### config.mk
export PLATFORM = sky130hd
export DESIGN_NAME = quoted_printable_encoder_unit_flat
export DESIGN_NICKNAME = d
export VERILOG_FILES = /design/src/rtl/core/qpe_pkg.sv /design/src/rtl/core/qpe_if.sv /design/src/rtl/core/quoted_printable_encoder_unit.sv /design/src/rtl/core/qpe_format.sv /design/src/rtl/core/qpe_serializer.sv /design/src/flat_wrapper.sv
export SDC_FILE = /design/constraint.sdc
export NUM_CORES = 1
export LEC_CHECK = 0
export CAP_MARGIN = 10
export CELL_PAD_IN_SITES_DETAIL_PLACEMENT = 0
export CELL_PAD_IN_SITES_GLOBAL_PLACEMENT = 1
export CORE_ASPECT_RATIO = 0.8
export CORE_MARGIN = 1
export CORE_UTILIZATION = 49
export CTS_CLUSTER_DIAMETER = 200
export CTS_CLUSTER_SIZE = 20
export DETAILED_ROUTE_END_ITERATION = 16
export DONT_BUFFER_PORTS = 1
export GPL_ROUTABILITY_DRIVEN = 0
export PLACE_DENSITY_LB_ADDON = 0.1
export SLEW_MARGIN = 5
export SYNTH_ARGS = -nofsm -noshare
export SYNTH_HDL_FRONTEND = slang
export SYNTH_SLANG_ARGS = --single-unit
### constraint.sdc
create_clock -name clk -period 12.1 [get_ports clk]
set_input_delay 0.605 -clock clk [delete_from_list [all_inputs] [get_ports clk]]
set_output_delay 0.605 -clock clk [all_outputs]
set_load 0.01 [all_outputs]
### src/rtl/core/qpe_pkg.sv
// Shared types, character codes and helpers for the quoted-printable encoder.
`default_nettype none
package qpe_pkg;

  // Reset value of the soft line break limit.
  localparam logic [7:0] SOFT_BREAK_RESET = 8'd71;

  // Largest number of output words that one input word can cause.
  localparam int unsigned MAX_RUN = 6;

  // Character codes used by the encoder.
  localparam logic [7:0] CH_SPACE = 8'h20;
  localparam logic [7:0] CH_TAB   = 8'h09;
  localparam logic [7:0] CH_CR    = 8'h0D;
  localparam logic [7:0] CH_LF    = 8'h0A;
  localparam logic [7:0] CH_EQUAL = 8'h3D;
  localparam logic [7:0] CH_LOW   = 8'd33;
  localparam logic [7:0] CH_HIGH  = 8'd126;

  // Held whitespace codes; the spare code behaves as a held tab.
  localparam logic [1:0] HELD_NONE  = 2'd0;
  localparam logic [1:0] HELD_SPACE = 2'd1;
  localparam logic [1:0] HELD_TAB   = 2'd2;

  // Everything the encoder decides for one input word.
  typedef struct packed {
    logic [MAX_RUN-1:0][7:0] bytes;
    logic [2:0]              len;
    logic [1:0]              held;
    logic [7:0]              column;
  } enc_result_t;

  // Upper-case hex digit for one nibble.
  function automatic logic [7:0] hex_digit(input logic [3:0] nib);
    logic [7:0] d;
    case (nib)
      4'h0: d = "0";
      4'h1: d = "1";
      4'h2: d = "2";
      4'h3: d = "3";
      4'h4: d = "4";
      4'h5: d = "5";
      4'h6: d = "6";
      4'h7: d = "7";
      4'h8: d = "8";
      4'h9: d = "9";
      4'hA: d = "A";
      4'hB: d = "B";
      4'hC: d = "C";
      4'hD: d = "D";
      4'hE: d = "E";
      default: d = "F";
    endcase
    return d;
  endfunction

  // Character that a held whitespace code stands for.
  function automatic logic [7:0] held_char(input logic [1:0] held);
    return (held == HELD_SPACE) ? CH_SPACE : CH_TAB;
  endfunction

endpackage
`default_nettype wire

### src/rtl/core/qpe_if.sv
// Handshake channels of the quoted-printable encoder: raw input, coded output, limit.
`default_nettype none
interface qpe_raw_if;
  logic       valid;
  logic       ready;
  logic [7:0] raw_byte;
  logic       end_of_text;
  modport source (output valid, output raw_byte, output end_of_text, input ready);
  modport sink   (input valid, input raw_byte, input end_of_text, output ready);
endinterface

interface qpe_coded_if;
  logic       valid;
  logic       ready;
  logic [7:0] coded_byte;
  logic       last_of_run;
  modport source (output valid, output coded_byte, output last_of_run, input ready);
  modport sink   (input valid, input coded_byte, input last_of_run, output ready);
endinterface

interface qpe_cfg_if;
  logic       valid;
  logic       ready;
  logic [7:0] soft_break_after;
  modport source (output valid, output soft_break_after, input ready);
  modport sink   (input valid, input soft_break_after, output ready);
endinterface
`default_nettype wire

### src/rtl/core/quoted_printable_encoder_unit.sv
// Quoted-printable encoder: one raw word in, zero to six coded words out.
// A word is held in the input register, encoded combinationally and loaded into the run buffer,
// whose front word drives the output. The single output port of the run buffer sends one coded
// word per cycle while the receiver is ready; a new run can load as the final word leaves.
// Reset (synchronous, rst high): input register and run buffer empty, nothing held,
// column count zero, soft break limit 71.
`default_nettype none
module quoted_printable_encoder_unit (
  input  wire logic   clk,
  input  wire logic   rst,
  qpe_raw_if.sink     raw,
  qpe_coded_if.source coded,
  qpe_cfg_if.sink     cfg
);

  logic                 in_valid;
  logic [7:0]           in_byte;
  logic                 in_last;
  logic [1:0]           held;
  logic [7:0]           column;
  logic [7:0]           limit;
  logic                 ser_free;
  logic                 consume;
  logic                 load;
  qpe_pkg::enc_result_t run;

  // Encode the registered word against the current line state.
  qpe_format u_format (
    .raw_byte    (in_byte),
    .end_of_text (in_last),
    .held        (held),
    .column      (column),
    .limit       (limit),
    .result      (run)
  );

  // Runs with no words retire without touching the buffer.
  assign consume   = in_valid && ((run.len == 3'd0) || ser_free);
  assign load      = consume && (run.len != 3'd0);
  assign raw.ready = !in_valid || consume;
  assign cfg.ready = 1'b1;

  // Input register.
  always_ff @(posedge clk) begin
    if (rst) begin
      in_valid <= 1'b0;
    end else if (raw.ready) begin
      in_valid <= raw.valid;
    end
  end

  always_ff @(posedge clk) begin
    if (raw.valid && raw.ready) begin
      in_byte <= raw.raw_byte;
      in_last <= raw.end_of_text;
    end
  end

  // Line state advances as each word retires.
  always_ff @(posedge clk) begin
    if (rst) begin
      held   <= qpe_pkg::HELD_NONE;
      column <= '0;
    end else if (consume) begin
      held   <= run.held;
      column <= run.column;
    end
  end

  // Soft break limit register.
  always_ff @(posedge clk) begin
    if (rst) begin
      limit <= qpe_pkg::SOFT_BREAK_RESET;
    end else if (cfg.valid && cfg.ready) begin
      limit <= cfg.soft_break_after;
    end
  end

  qpe_serializer u_serializer (
    .clk   (clk),
    .rst   (rst),
    .load  (load),
    .run   (run),
    .free  (ser_free),
    .coded (coded)
  );

endmodule
`default_nettype wire

### src/rtl/core/qpe_format.sv
// Combinational encoder: one raw word plus line state in, up to six coded words out.
`default_nettype none
module qpe_format (
  input  wire logic [7:0]          raw_byte,
  input  wire logic                end_of_text,
  input  wire logic [1:0]          held,
  input  wire logic [7:0]          column,
  input  wire logic [7:0]          limit,
  output qpe_pkg::enc_result_t     result
);

  logic [7:0] slot [8];
  logic [3:0] k;
  logic [8:0] n;
  logic [1:0] h;
  logic       is_ws;
  logic       is_brk;
  logic       is_esc;

  // Classify the incoming word.
  assign is_ws  = (raw_byte == qpe_pkg::CH_SPACE) || (raw_byte == qpe_pkg::CH_TAB);
  assign is_brk = (raw_byte == qpe_pkg::CH_CR) || (raw_byte == qpe_pkg::CH_LF);
  assign is_esc = (raw_byte > qpe_pkg::CH_HIGH) || (raw_byte < qpe_pkg::CH_LOW) ||
                  (raw_byte == qpe_pkg::CH_EQUAL);

  // Build the output run in order, appending one word at a time.
  always_comb begin
    for (int i = 0; i < 8; i++) begin
      slot[i] = '0;
    end
    k = '0;
    n = {1'b0, column};
    h = held;

    if (is_ws) begin
      if (h != qpe_pkg::HELD_NONE) begin
        slot[k[2:0]] = qpe_pkg::held_char(h);
        k = k + 4'd1;
        n = n + 9'd1;
      end
      h = (raw_byte == qpe_pkg::CH_SPACE) ? qpe_pkg::HELD_SPACE : qpe_pkg::HELD_TAB;
    end else if (is_brk) begin
      if (h != qpe_pkg::HELD_NONE) begin
        slot[k[2:0]] = qpe_pkg::CH_EQUAL;
        k = k + 4'd1;
        slot[k[2:0]] = qpe_pkg::hex_digit(qpe_pkg::held_char(h)[7:4]);
        k = k + 4'd1;
        slot[k[2:0]] = qpe_pkg::hex_digit(qpe_pkg::held_char(h)[3:0]);
        k = k + 4'd1;
        h = qpe_pkg::HELD_NONE;
      end
      slot[k[2:0]] = raw_byte;
      k = k + 4'd1;
      n = '0;
    end else begin
      if (h != qpe_pkg::HELD_NONE) begin
        slot[k[2:0]] = qpe_pkg::held_char(h);
        k = k + 4'd1;
        n = n + 9'd1;
        h = qpe_pkg::HELD_NONE;
      end
      if (is_esc) begin
        slot[k[2:0]] = qpe_pkg::CH_EQUAL;
        k = k + 4'd1;
        slot[k[2:0]] = qpe_pkg::hex_digit(raw_byte[7:4]);
        k = k + 4'd1;
        slot[k[2:0]] = qpe_pkg::hex_digit(raw_byte[3:0]);
        k = k + 4'd1;
        n = n + 9'd3;
      end else begin
        slot[k[2:0]] = raw_byte;
        k = k + 4'd1;
        n = n + 9'd1;
      end
    end

    // Soft line break once the line grows past the limit.
    if (n > {1'b0, limit}) begin
      if (h != qpe_pkg::HELD_NONE) begin
        slot[k[2:0]] = qpe_pkg::held_char(h);
        k = k + 4'd1;
        h = qpe_pkg::HELD_NONE;
      end
      slot[k[2:0]] = qpe_pkg::CH_EQUAL;
      k = k + 4'd1;
      slot[k[2:0]] = qpe_pkg::CH_LF;
      k = k + 4'd1;
      n = '0;
    end

    // End of text flushes held whitespace in escaped form.
    if (end_of_text) begin
      if (h != qpe_pkg::HELD_NONE) begin
        slot[k[2:0]] = qpe_pkg::CH_EQUAL;
        k = k + 4'd1;
        slot[k[2:0]] = qpe_pkg::hex_digit(qpe_pkg::held_char(h)[7:4]);
        k = k + 4'd1;
        slot[k[2:0]] = qpe_pkg::hex_digit(qpe_pkg::held_char(h)[3:0]);
        k = k + 4'd1;
        h = qpe_pkg::HELD_NONE;
      end
      n = '0;
    end

    for (int i = 0; i < qpe_pkg::MAX_RUN; i++) begin
      result.bytes[i] = slot[i];
    end
    result.len    = (k > 4'(qpe_pkg::MAX_RUN)) ? 3'(qpe_pkg::MAX_RUN) : k[2:0];
    result.held   = h;
    result.column = n[7:0];
  end

endmodule
`default_nettype wire

### src/rtl/core/qpe_serializer.sv
// Run buffer that holds one encoded run and shifts it out one word per cycle while the output is taken.
`default_nettype none
module qpe_serializer (
  input  wire logic                 clk,
  input  wire logic                 rst,
  input  wire logic                 load,
  input  wire qpe_pkg::enc_result_t run,
  output logic                      free,
  qpe_coded_if.source               coded
);

  logic [qpe_pkg::MAX_RUN-1:0][7:0] buffer;
  logic [2:0]                       count;
  logic                             take;

  assign take = coded.valid && coded.ready;

  // The buffer can take a new run when empty or when its final word leaves now.
  assign free = (count == 3'd0) || (take && (count == 3'd1));

  assign coded.valid       = (count != 3'd0);
  assign coded.coded_byte  = buffer[0];
  assign coded.last_of_run = (count == 3'd1);

  // Word count of the run still waiting.
  always_ff @(posedge clk) begin
    if (rst) begin
      count <= '0;
    end else if (load) begin
      count <= run.len;
    end else if (take) begin
      count <= count - 3'd1;
    end
  end

  // Run words; the front word is the one on the output.
  always_ff @(posedge clk) begin
    if (load) begin
      buffer <= run.bytes;
    end else if (take) begin
      for (int i = 0; i < qpe_pkg::MAX_RUN - 1; i++) begin
        buffer[i] <= buffer[i+1];
      end
    end
  end

endmodule
`default_nettype wire

### src/flat_wrapper.sv
// flat-port wrapper written by rule: the top's interface ports become plain ports
module quoted_printable_encoder_unit_flat 
  (clk, rst, raw_valid, raw_raw_byte, raw_end_of_text, raw_ready, coded_valid, coded_coded_byte, coded_last_of_run, coded_ready, cfg_valid, cfg_soft_break_after, cfg_ready);
  qpe_raw_if raw_i ();
  qpe_coded_if coded_i ();
  qpe_cfg_if cfg_i ();
  input  wire logic clk;
  input  wire logic rst;
  input wire logic [$bits(raw_i.valid)-1:0] raw_valid;
  input wire logic [$bits(raw_i.raw_byte)-1:0] raw_raw_byte;
  input wire logic [$bits(raw_i.end_of_text)-1:0] raw_end_of_text;
  output wire logic [$bits(raw_i.ready)-1:0] raw_ready;
  output wire logic [$bits(coded_i.valid)-1:0] coded_valid;
  output wire logic [$bits(coded_i.coded_byte)-1:0] coded_coded_byte;
  output wire logic [$bits(coded_i.last_of_run)-1:0] coded_last_of_run;
  input wire logic [$bits(coded_i.ready)-1:0] coded_ready;
  input wire logic [$bits(cfg_i.valid)-1:0] cfg_valid;
  input wire logic [$bits(cfg_i.soft_break_after)-1:0] cfg_soft_break_after;
  output wire logic [$bits(cfg_i.ready)-1:0] cfg_ready;
  assign raw_i.valid = raw_valid;
  assign raw_i.raw_byte = raw_raw_byte;
  assign raw_i.end_of_text = raw_end_of_text;
  assign raw_ready = raw_i.ready;
  assign coded_valid = coded_i.valid;
  assign coded_coded_byte = coded_i.coded_byte;
  assign coded_last_of_run = coded_i.last_of_run;
  assign coded_i.ready = coded_ready;
  assign cfg_i.valid = cfg_valid;
  assign cfg_i.soft_break_after = cfg_soft_break_after;
  assign cfg_ready = cfg_i.ready;
  quoted_printable_encoder_unit u_core (.clk(clk), .rst(rst), .raw(raw_i), .coded(coded_i), .cfg(cfg_i));
endmodule
; Word-level counts from Yosys, hierarchy flattened
; Memory sizes are Yosys's and may differ from the RTL's. A register that Yosys moved wholly into a read port is not among the register bits.
; Cells that the tools add are included.
[word_totals]
romBits = 672
mem_count = 6
reg_bits = 79
[memory_table]
columns = name, words, word_bits, read_ports, rd_ports_with_merged_regs, wr, line_no
row1 = (name not given), 16, 7, 1, 0, 0, qpe_pkg.sv:36  ; case (nib)
row2 = (name not given), 16, 7, 1, 0, 0, qpe_pkg.sv:36
row3 = (name not given), 16, 7, 1, 1, 0, qpe_pkg.sv:36
row4 = (name not given), 16, 7, 1, 1, 0, qpe_pkg.sv:36
row5 = (name not given), 16, 7, 1, 0, 0, qpe_pkg.sv:36
row6 = (name not given), 16, 7, 1, 0, 0, qpe_pkg.sv:36
[classes]
n_mux = 91
magnitude_cmp = 24
eq_ne = 9
reduce_logical = 31
addsub = 14
n_bitwise = 22
[ops]
columns = operator, n
row1 = bitwise mux 64 bit, 7
row2 = two-way mux 64 bit, 7
row3 = demux 8 bit (select 3 bit), 10
row4 = two-way mux 8 bit, 25
row5 = bitwise OR 40 bit, 3
row6 = two-way mux 40 bit, 2
row7 = AND 24 bit, 3
row8 = NOT 24 bit, 3
row9 = two-way mux 4 bit, 14
row10 = two-way mux 56 bit, 1
row11 = two-way mux 9 bit, 6
row12 = AND 48 bit, 1
row13 = two-way mux 24 bit, 2
row14 = NOT 48 bit, 1
row15 = "adder 4 x 1 -> 4 bit, second input constant", 10
row16 = ">= comparator 4 bit, second input constant", 10
row17 = "less-than comparator 4 x 1 -> 1 bit, second input constant", 10
row18 = NOT 3 -> 4 bit, 10
row19 = "equality test 8 x 4 -> 1 bit, second input constant", 3
row20 = two-way mux 6 bit, 4
row21 = two-way mux 22 bit, 1
row22 = "equality test 8 x 6 -> 1 bit, second input constant", 2
row23 = two-way mux 2 bit, 8
row24 = bitwise OR 16 bit, 1
row25 = other kinds (18), 47

; Longest topological paths before layout
; Gate-level depths: netlist (run 1).
[depth]
ltp_word = 29
mapped_depth = 40
mapped_depth_nobuf = 34

; Modules after synthesis
; From an unflattened synthesis (run 1), not the netlist that was laid out.
[hier_totals]
cells_unflattened = 661
hier_area_um2 = 6102.1
[by_module_without_submodules]
columns = module, seq_area_each_um2, area_per_inst_um2, n_inst, cells_each
row1 = qpe_format, 0.0, 2766.4, 1, 445
row2 = qpe_serializer, 1501.4, 2240.9, 1, 128
row3 = quoted_printable_encoder_unit, 650.6, 1094.8, 1, 88

; Least setup slack after synthesis (run 1)
; OpenSTA, ideal clock, no wires.
[synth_path]
path_kind = register to register
start = register u_core.in_byte[4]
end = register u_core.u_serializer.count[0]
path_stages_with_launch = 35
period_less_slack_ns = 8.818
arrival_time_ns = 8.696
setup_ns = 0.123
slack_ns = 3.282
path_buffers = 5
t_required_ns = 11.977
path_cell_list = edfxtp_1 -> or4_1 -> a21o_1 -> a21oi_1 -> or3_1 -> clkbuf_1 -> clkbuf_1 -> ha_1 -> inv_1 -> a22oi_1 -> o21ai_0 -> or4_1 -> nor2_1 -> o21a_1 -> nor2_1 -> a2111oi_0 -> ha_1 -> and3_1 -> a221oi_1 -> a2bb2oi_1 -> or2_2 -> clkbuf_1 -> o21ai_2 -> nand2_1 -> inv_1 -> clkbuf_1 -> ha_1 -> xnor2_1 -> xnor2_1 -> a2111o_1 -> a211oi_4 -> or2_1 -> buf_2 -> nand2_1 -> o221a_1
[synth_via]
elab_chain_cells = 24
[synth_lines]
columns = item, line_no
row1 = "start, declared", quoted_printable_encoder_unit.sv:17  ; logic [7:0] in_byte;
row2 = "start signal, assigned", quoted_printable_encoder_unit.sv:54  ; in_byte <= raw.raw_byte;
row3 = > comparator 8 x 7 -> 1 bit or less-than comparator 8 x 6 -> 1 bit (tied branches), qpe_format.sv:23  ; assign is_esc = (raw_byte > qpe_pkg::CH_HIGH) || (raw_byte < qpe_pkg::CH_LOW) ||
row4 = logical OR 1 bit (2 in series), qpe_format.sv:23
row5 = two-way mux 4 bit, qpe_format.sv:62  ; if (is_esc) begin
row6 = two-way mux 4 bit, qpe_format.sv:42  ; end else if (is_brk) begin
row7 = two-way mux 4 bit, qpe_format.sv:35  ; if (is_ws) begin
row8 = adder 4 x 1 -> 4 bit, qpe_format.sv:81  ; k = k + 4'd1;
row9 = two-way mux 4 bit, qpe_format.sv:79  ; if (h != qpe_pkg::HELD_NONE) begin
row10 = two-way mux 4 bit, qpe_format.sv:78  ; if (n > {1'b0, limit}) begin
row11 = [7 not listed], n/a
row12 = two-way mux 4 bit *, qpe_format.sv:92  ; if (end_of_text) begin
row13 = > comparator 4 x 3 -> 1 bit, qpe_format.sv:108  ; result.len = (k > 4'(qpe_pkg::MAX_RUN)) ? 3'(qpe_pkg::MAX_RUN) : k[2:0];
row14 = two-way mux 3 bit *, qpe_format.sv:108
row15 = logical NOT 3 bit, quoted_printable_encoder_unit.sv:38  ; assign consume = in_valid && ((run.len == 3'd0) || ser_free);
row16 = logical OR 1 bit, quoted_printable_encoder_unit.sv:38
row17 = logical AND 1 bit, quoted_printable_encoder_unit.sv:38
row18 = logical AND 1 bit, quoted_printable_encoder_unit.sv:39  ; assign load = consume && (run.len != 3'd0);
row19 = two-way mux 3 bit or nonzero test 2 bit (tied branches), n/a
row20 = "end signal, assigned", qpe_serializer.sv:30  ; count <= run.len;
row21 = "end signal, assigned", qpe_serializer.sv:32  ; count <= count - 3'd1;
row22 = "end, declared", qpe_serializer.sv:13  ; logic [2:0] count;
; Every way passes the cells marked *; elsewhere a longest branch is shown, timed or not. The select of a mux whose other input is x is not followed.
; A chain may end at the register's enable or synchronous reset.

==> out/metrics.cfg, run 1 <==
[timing]
fmax_ghz = 0.0999
setup_viol = 0
skew_ns = 0.00754
maxSlewHeadroom_pct = 39.5
rsz0062_at_grt = false
post-route-min-period_ns = 10.01
setup_tns_ns = 0
slew_violations = 0
hold_slack_ns = 0.318
fin_crit_sh_pct = 82.7
hold_violations = 0
worst_slew_pin_slew_ns = 0.905

[final_layout]
finalNetCount = 769
layout.cells.non_filler = 898
area_growth_pct = 4.21
layout-drive-gt1-share_pct = 6.47

[yosys]
ys_seq_area_share_pct = 35.5
synthTopCellsByArea = edfxtp_1 (25%), dfxtp_1 (11%), nand2_1 (6.1%)
synth_area_mm2 = 0.00639
ys_types = 81
syn_area_per_cell_um2 = 8.38
synth.most_common_cell = nand2_1
synth_edf_count = 53
async_flop_share_pct = 0
synth-seq-cells = 87
syn_inst = 763
synth_top_area_cell = edfxtp_1
ys_warn_count = 0
synthesis.nets = 811
synth_common_cells = nand2_1 (104), nor2_1 (68), a21oi_1 (55)
yosys_most_used_dff = edfxtp_1
yosysTopAreaCellShare_pct = 24.9

[outcome]
status = completed

[clock_tree]
cts-resized-gates = 0
insertion_delay_ns = 0.36
cts_buffer_depth = 2
cts.sinks = 87
cts_setup_buffers = 0
ctsHoldBuffers = 0
clock-root-buffer = clkbuf_16
htreeDepth = 3
cts_made_buffers = 9
tritoncts = yes
clkTransAtPathRegs_ns = 0.07

[critical_path]
worst-endpoint-arrival_ns = 10.25
slowest_stage = a211oi_4
startpoint_type = register
r2r_slack_ns = 2.09
path_max_fanout = 15
cp_data_required_time_ns = 12.34
path_class = register to register
r2r-start = u_core.in_byte[2]$_DFFE_PN_
crit_path_end_kind = register
critPathMaxStageDelay_ns = 0.63
rr_worst_depth = 33

[detailed_routing]
routed_via_density = 6.34
vias = 5690
drc = 0
initialDrtViolationCount = 587
ant_nets = 0
finalWirelength_um = 17800
wl_per_cell_um = 19.8
drtPass1Iterations = 5

[job]
maxCapViolations = 0

[min_path]
min_to = u_core.column[3]$_SDFFE_PP0N_
hold_path.class = input port to register
min_path_cells = 1
min-delay-start = rst

[global_route]
grt_max_degree = 39
antenna_found_initial = 0
grt-ovfl-total = 0
grt_pass1_wl_um = 28200
grt_pass1_vias = 5272
grt_use_total_pct = 27.5

[floorplanning]
die_area_mm2 = 0.0135
fp-row-count = 36
start_util_pct = 51.4
chipWidth_um = 130
boundaryPins = 34
die_h_um = 104
core-area_mm2 = 0.0124

[placement]
dp_hpwl_um = 13200
placedCellCount = 881
port_buffers = 0

[pwr]
p_per_area_mw_per_mm2 = 179
peakVddDrop_mv = 0.123
p_leak_nw = 2.55

[placed cells by master, fill, tap and decap left out, types with 6 or more instances in the layout]
cell / instances
inv_1: 34
edfxtp_1: 53
o221ai_1: 6
xnor2_1: 15
o21a_1: 10
clkbuf_16: 11
nand4_1: 7
ha_1: 25
o2111ai_1: 6
a21oi_1: 55
o211ai_1: 13
dfxtp_1: 34
a31oi_1: 10
and3_1: 9
nor2_1: 68
nor2b_1: 11
a21o_1: 12
and2_1: 9
nor3_1: 15
nand3_1: 40
a22oi_1: 8
mux2i_1: 12
nand2_1: 104
o31ai_1: 6
o21ai_0: 37
[routing by layer]
metal,global-route usage (%),part of all wire (%)
met5,0,0
met4,9.63,2.1
met3,4.73,7.7
met2,40.4,44
met1,40.2,47
[cells by family (layout without fill, tap and decap cells)]
| logic type | count (synthesis) | in the layout | synth area share [%] |
|---|---|---|---|
| AO/OA/AOI/OAI | 214 | 214 | 23.4 |
| XOR/XNOR | 21 | 21 | 3.31 |
| multiplexers | 19 | 19 | 3.46 |
| adder cells (fa/ha/maj) | 26 | 26 | 5.21 |
| buffers and inverters | 95 | 58 | 6.73 |
| other | 2 | 3 | 0.117 |
| flip-flops | 87 | 87 | 35.5 |
| AND/OR/NAND/NOR | 299 | 299 | 22.2 |
[layout make-up]
| cell class | count | area (um^2) |
|---|---|---|
| Antenna cell | 1 | 2.50 |
| Clock buffer | 12 | 279 |
| Clock inverter | 4 | 32.5 |
| Fill cell | 1200 | 5770 |
| Inverter | 39 | 149 |
| Multi-Input combinational cell | 581 | 3690 |
| Sequential cell | 87 | 2270 |
| Tap cell | 171 | 214 |
| Timing Repair Buffer | 3 | 22.5 |
[stage by stage]
step,power [mW],setup WS [ns],cell area (um^2),utilization [%]
after floorplan,0.825,3.28,6390,-
after global placement,0.893,2.80,6350,51.1
after detailed placement,0.904,2.35,6350,51.1
after CTS,1.19,2.30,6660,53.6
after global routing,1.27,1.50,6660,53.6
final,1.19,2.09,6660,53.6
[worst max-delay path: cells and delay by family (launching register included)]
family | cells | cell delay [ns]
AOI/OAI and AO/OA | 12 | 3.30
muxes | 2 | 0.55
DFF | 1 | 0.60
xor gates and xnor gates | 2 | 0.63
adders and majority gates | 4 | 1.30
and+or+nand+nor | 11 | 3.23
buffers and inverters | 2 | 0.28
[power by group]
| group | switching (mW) | internal, mW | leakage, nW |
|---|---|---|---|
| registers | 0.0528 | 0.451 | 0.791 |
| clock network | 0.122 | 0.166 | 0.146 |
| logic | 0.261 | 0.139 | 1.62 |
[how the worst max path moves through the flow]
stage,from,endpoint,slack [ns]
global route,u_core.in_byte[2]$_DFFE_PN_,register,1.50
floorplan,u_core.in_byte[4]$_DFFE_PN_,u_core.u_serializer.count[0]$_SDFFE_PP0P_,3.28
CTS,u_core.in_byte[2]$_DFFE_PN_,register,2.30
finish,u_core.in_byte[2]$_DFFE_PN_,register,2.09
global placement,u_core.in_byte[2]$_DFFE_PN_,register,2.80
detailed placement,u_core.in_byte[2]$_DFFE_PN_,register,2.35
Power figures use the tool's default switching activity.
==> inputs of run 2 (changes only) <==
--- a/config.mk
+++ b/config.mk
@@ -5,12 +5,13 @@
 export SDC_FILE = /design/constraint.sdc
 export NUM_CORES = 1
 export LEC_CHECK = 0
+export ABC_AREA = 1
 export CAP_MARGIN = 10
 export CELL_PAD_IN_SITES_DETAIL_PLACEMENT = 0
 export CELL_PAD_IN_SITES_GLOBAL_PLACEMENT = 1
 export CORE_ASPECT_RATIO = 0.8
 export CORE_MARGIN = 1
-export CORE_UTILIZATION = 49
+export CORE_UTILIZATION = 43
 export CTS_CLUSTER_DIAMETER = 200
 export CTS_CLUSTER_SIZE = 20
 export DETAILED_ROUTE_END_ITERATION = 16
==> constraint.sdc (replaced) <==
create_clock -name clk -period 8.5 [get_ports clk]
set_input_delay 0.425 -clock clk [delete_from_list [all_inputs] [get_ports clk]]
set_output_delay 0.425 -clock clk [all_outputs]
set_load 0.01 [all_outputs]
==> out/metrics.cfg, run 2 <==
[final_layout]
final_cell_mix = nand2_1 (220), inv_1 (117), nor2_1 (80)
n_fill_cell = 1387  ; +16%
finalNetCount = 893  ; +16%
n_antenna_cell = 0  ; -1
layout_commonest_cell = nand2_1
layout-drive-gt1-share_pct = 9.18  ; +2.7 points
post-route-cell-area_mm2 = 0.00658  ; -1.3%
area_growth_pct = 5.73

[clock_tree]
clock-root-buffer = clkbuf_16
cts.sinks = 87  ; unchanged
cts_buffer_depth = 2  ; unchanged
cts_setup_buffers = 0  ; unchanged
clkTransAtPathRegs_ns = 0.07  ; about the same
cts-resized-gates = 0  ; unchanged
insertion_delay_ns = 0.36  ; about the same
tritoncts = yes
cts_made_buffers = 9  ; unchanged
htreeDepth = 3  ; unchanged
ctsHoldBuffers = 0  ; unchanged

[critical_path]
cp_data_required_time_ns = 8.75  ; -3.59 ns
worst-endpoint-arrival_ns = 7.32  ; -2.93 ns
rr_worst_depth = 41  ; +24%
crit_path_end_kind = register
path_max_fanout = 18  ; +3
critPathMaxStageDelay_ns = 0.55  ; -0.08 ns
path_class = register to register
cp_num_buf_inv = 7  ; +5
path_common_cell = nand2_1
r2r_slack_ns = 1.43  ; -0.66 ns
startpoint_type = register
slowest_stage = o21ai_1
critical_path.top_delay_family = simple AND/OR/NAND/NOR gates
r2r-start = u_core.in_byte[6]$_DFFE_PN_

[pwr]
p_per_area_mw_per_mm2 = 478  ; +170%
p_leak_nw = 3.04  ; +19%
peakVddDrop_mv = 0.267  ; +120%

[floorplanning]
start_util_pct = 45.0  ; -6.5 points
die_area_mm2 = 0.0150  ; +11%
fp-row-count = 38  ; +5.6%
core-area_mm2 = 0.0138  ; +11%
die_h_um = 110  ; +5.2%
boundaryPins = 34  ; unchanged
chipWidth_um = 136  ; +5.2%

[detailed_routing]
finalWirelength_um = 17200  ; -3.6%
routed_via_density = 5.48  ; -14%
initialDrtViolationCount = 442  ; -25%
vias = 5641  ; -0.86%
drtPass1Iterations = 6  ; +1
drc = 0  ; unchanged
ant_nets = 0  ; unchanged
wl_per_cell_um = 16.7  ; -16%

[placement]
dp_hpwl_um = 13200  ; +0.43%
port_buffers = 0  ; unchanged
dpl_cell_area_mm2 = 0.00630  ; -0.79%

[timing]
worst_slew_pin_slew_ns = 0.933  ; +0.0283 ns
hold_violations = 0  ; unchanged
setup_viol = 0  ; unchanged
fmax_ghz = 0.141  ; +42%
setup_tns_ns = 0  ; unchanged
slew_violations = 0  ; unchanged
fin_crit_sh_pct = 83.2  ; +0.47 points
skew_ns = 0.00736  ; -0.000177 ns
post-route-min-period_ns = 7.07  ; -2.94 ns
hold_slack_ns = 0.131  ; -0.186 ns
rsz0062_at_grt = false
maxSlewHeadroom_pct = 37.5  ; -2.0 points

[yosys]
synthesis.nets = 906  ; +12%
synth_edf_count = 53  ; unchanged
synth_common_cells = nand2_1 (221), inv_1 (117), nor2_1 (80)
ys_types = 62  ; -23%
ys_seq_area_share_pct = 36.5  ; +0.98 points
yosys_most_used_dff = edfxtp_1
ys_warn_count = 0  ; unchanged
synth_area_mm2 = 0.00622  ; -2.7%
synthTopCellsByArea = edfxtp_1 (26%), nand2_1 (13%), dfxtp_1 (11%)
synth-seq-cells = 87  ; unchanged
yosysTopAreaCellShare_pct = 25.6  ; +0.69 points
async_flop_share_pct = 0  ; unchanged
syn_area_per_cell_um2 = 7.25  ; -13%
synth.most_common_cell = nand2_1
syn_inst = 858  ; +12%
synth_top_area_cell = edfxtp_1

[min_path]
min_path_cells = 1  ; unchanged
hold_path.class = input port to register
min_to = u_core.column[3]$_SDFFE_PP0N_
min-delay-start = rst

[global_route]
grt_pass1_wl_um = 27400  ; -3.1%
grt-ovfl-total = 0  ; unchanged
grt_max_degree = 52  ; +33%
grt_use_total_pct = 24.4  ; -3.2 points
antenna_found_initial = 0  ; unchanged
grt_pass1_vias = 5188  ; -1.6%

[outcome]
status = completed

[job]
maxCapViolations = 0  ; unchanged

-- run 2: cell types whose count changed after synthesis, sizes merged, moves of 14 or more --
cell / delta
nand2: +135
nor2: +20
inv: +92
a21oi: -15
o21ai: +27
xnor2: -15
clkbuf: -21
nand3: +34
mux2i: -14
-- run 2: how the worst max path moves through the flow --
| stage | start | endpoint | slack, ns | cells past startpoint |
|---|---|---|---|---|
| 2_1_floorplan | u_core.in_byte[1]$_DFFE_PN_ | u_core.u_serializer.count[0]$_SDFFE_PP0P_ | 2.26 | 36 |
| 3_3_place_gp | u_core.in_byte[6]$_DFFE_PN_ | u_core.u_serializer.buffer[30]$_SDFFCE_PN0P_ | 1.73 | 38 |
| 3_5_place_dp | u_core.in_byte[6]$_DFFE_PN_ | u_core.u_serializer.buffer[34]$_DFFE_PP_ | 1.51 | 38 |
| 4_1_cts | u_core.in_byte[6]$_DFFE_PN_ | u_core.u_serializer.buffer[16]$_DFFE_PP_ | 1.50 | 34 |
| 5_1_grt | u_core.in_byte[2]$_DFFE_PN_ | register | 0.75 | 42 |
| 6_report | u_core.in_byte[6]$_DFFE_PN_ | register | 1.43 | 41 |
-- run 2: cell type report --
type                    instances  area, um^2  share of cell area, %
well taps                     180         225                   3.42
inverters                     133         504                   7.67
flip-flops and latches         87        2270                   34.5
clock buffers                  10         229                   3.48
repair buffers                  3        22.5                  0.342
multi-input cells             611        3270                   49.8
clock inverters                 6        51.3                  0.780
-- run 2: per-layer routing --
layer  vias up  wire length, um  GRT usage, %
li1       2803                -             -
met1      2649             8420          34.6
met2       175             7320          37.6
met3        14             1200          5.53
met4         0              217          5.00
met5         -                0             0
-- run 2: cells by family (layout without fill, tap and decap cells) --
group | Yosys count | in the layout | share of synthesized area [%]
buffers and inverters | 160 | 152 | 10.9
adders and majority gates | 26 | 26 | 5.35
DFF | 87 | 87 | 36.5
AOI/OAI and AO/OA | 156 | 156 | 15.3
other | 2 | 2 | 0.121
xor gates and xnor gates | 5 | 5 | 0.825
and+or+nand+nor | 422 | 422 | 30.9
-- run 2: worst register-to-register path, delay by kind of cell, from the launching register on --
kind / cells / cell delay, ns
DFF: 1 / 0.47
and+or+nand+nor: 25 / 3.30
AOI/OAI and AO/OA: 4 / 0.99
adders and majority gates: 4 / 1.32
buffers and inverters: 7 / 0.71
xor gates and xnor gates: 1 / 0.14
-- run 2: per-stage QoR --
stage	power, mW	util, %	instances	setup WS [ns]
floorplan	2.27	-	858	2.26
global placement	2.70	45.5	1014	1.73
detailed placement	2.72	45.5	1014	1.51
CTS	3.11	47.5	1030	1.50
global route	3.41	47.5	1030	0.745
finish	3.14	47.5	1030	1.43
-- run 2: where the power goes --
group          total (mW)  internal (mW)  switching, mW
combinational        1.99          0.591           1.40
clock               0.383          0.203          0.180
sequential          0.770          0.683         0.0863
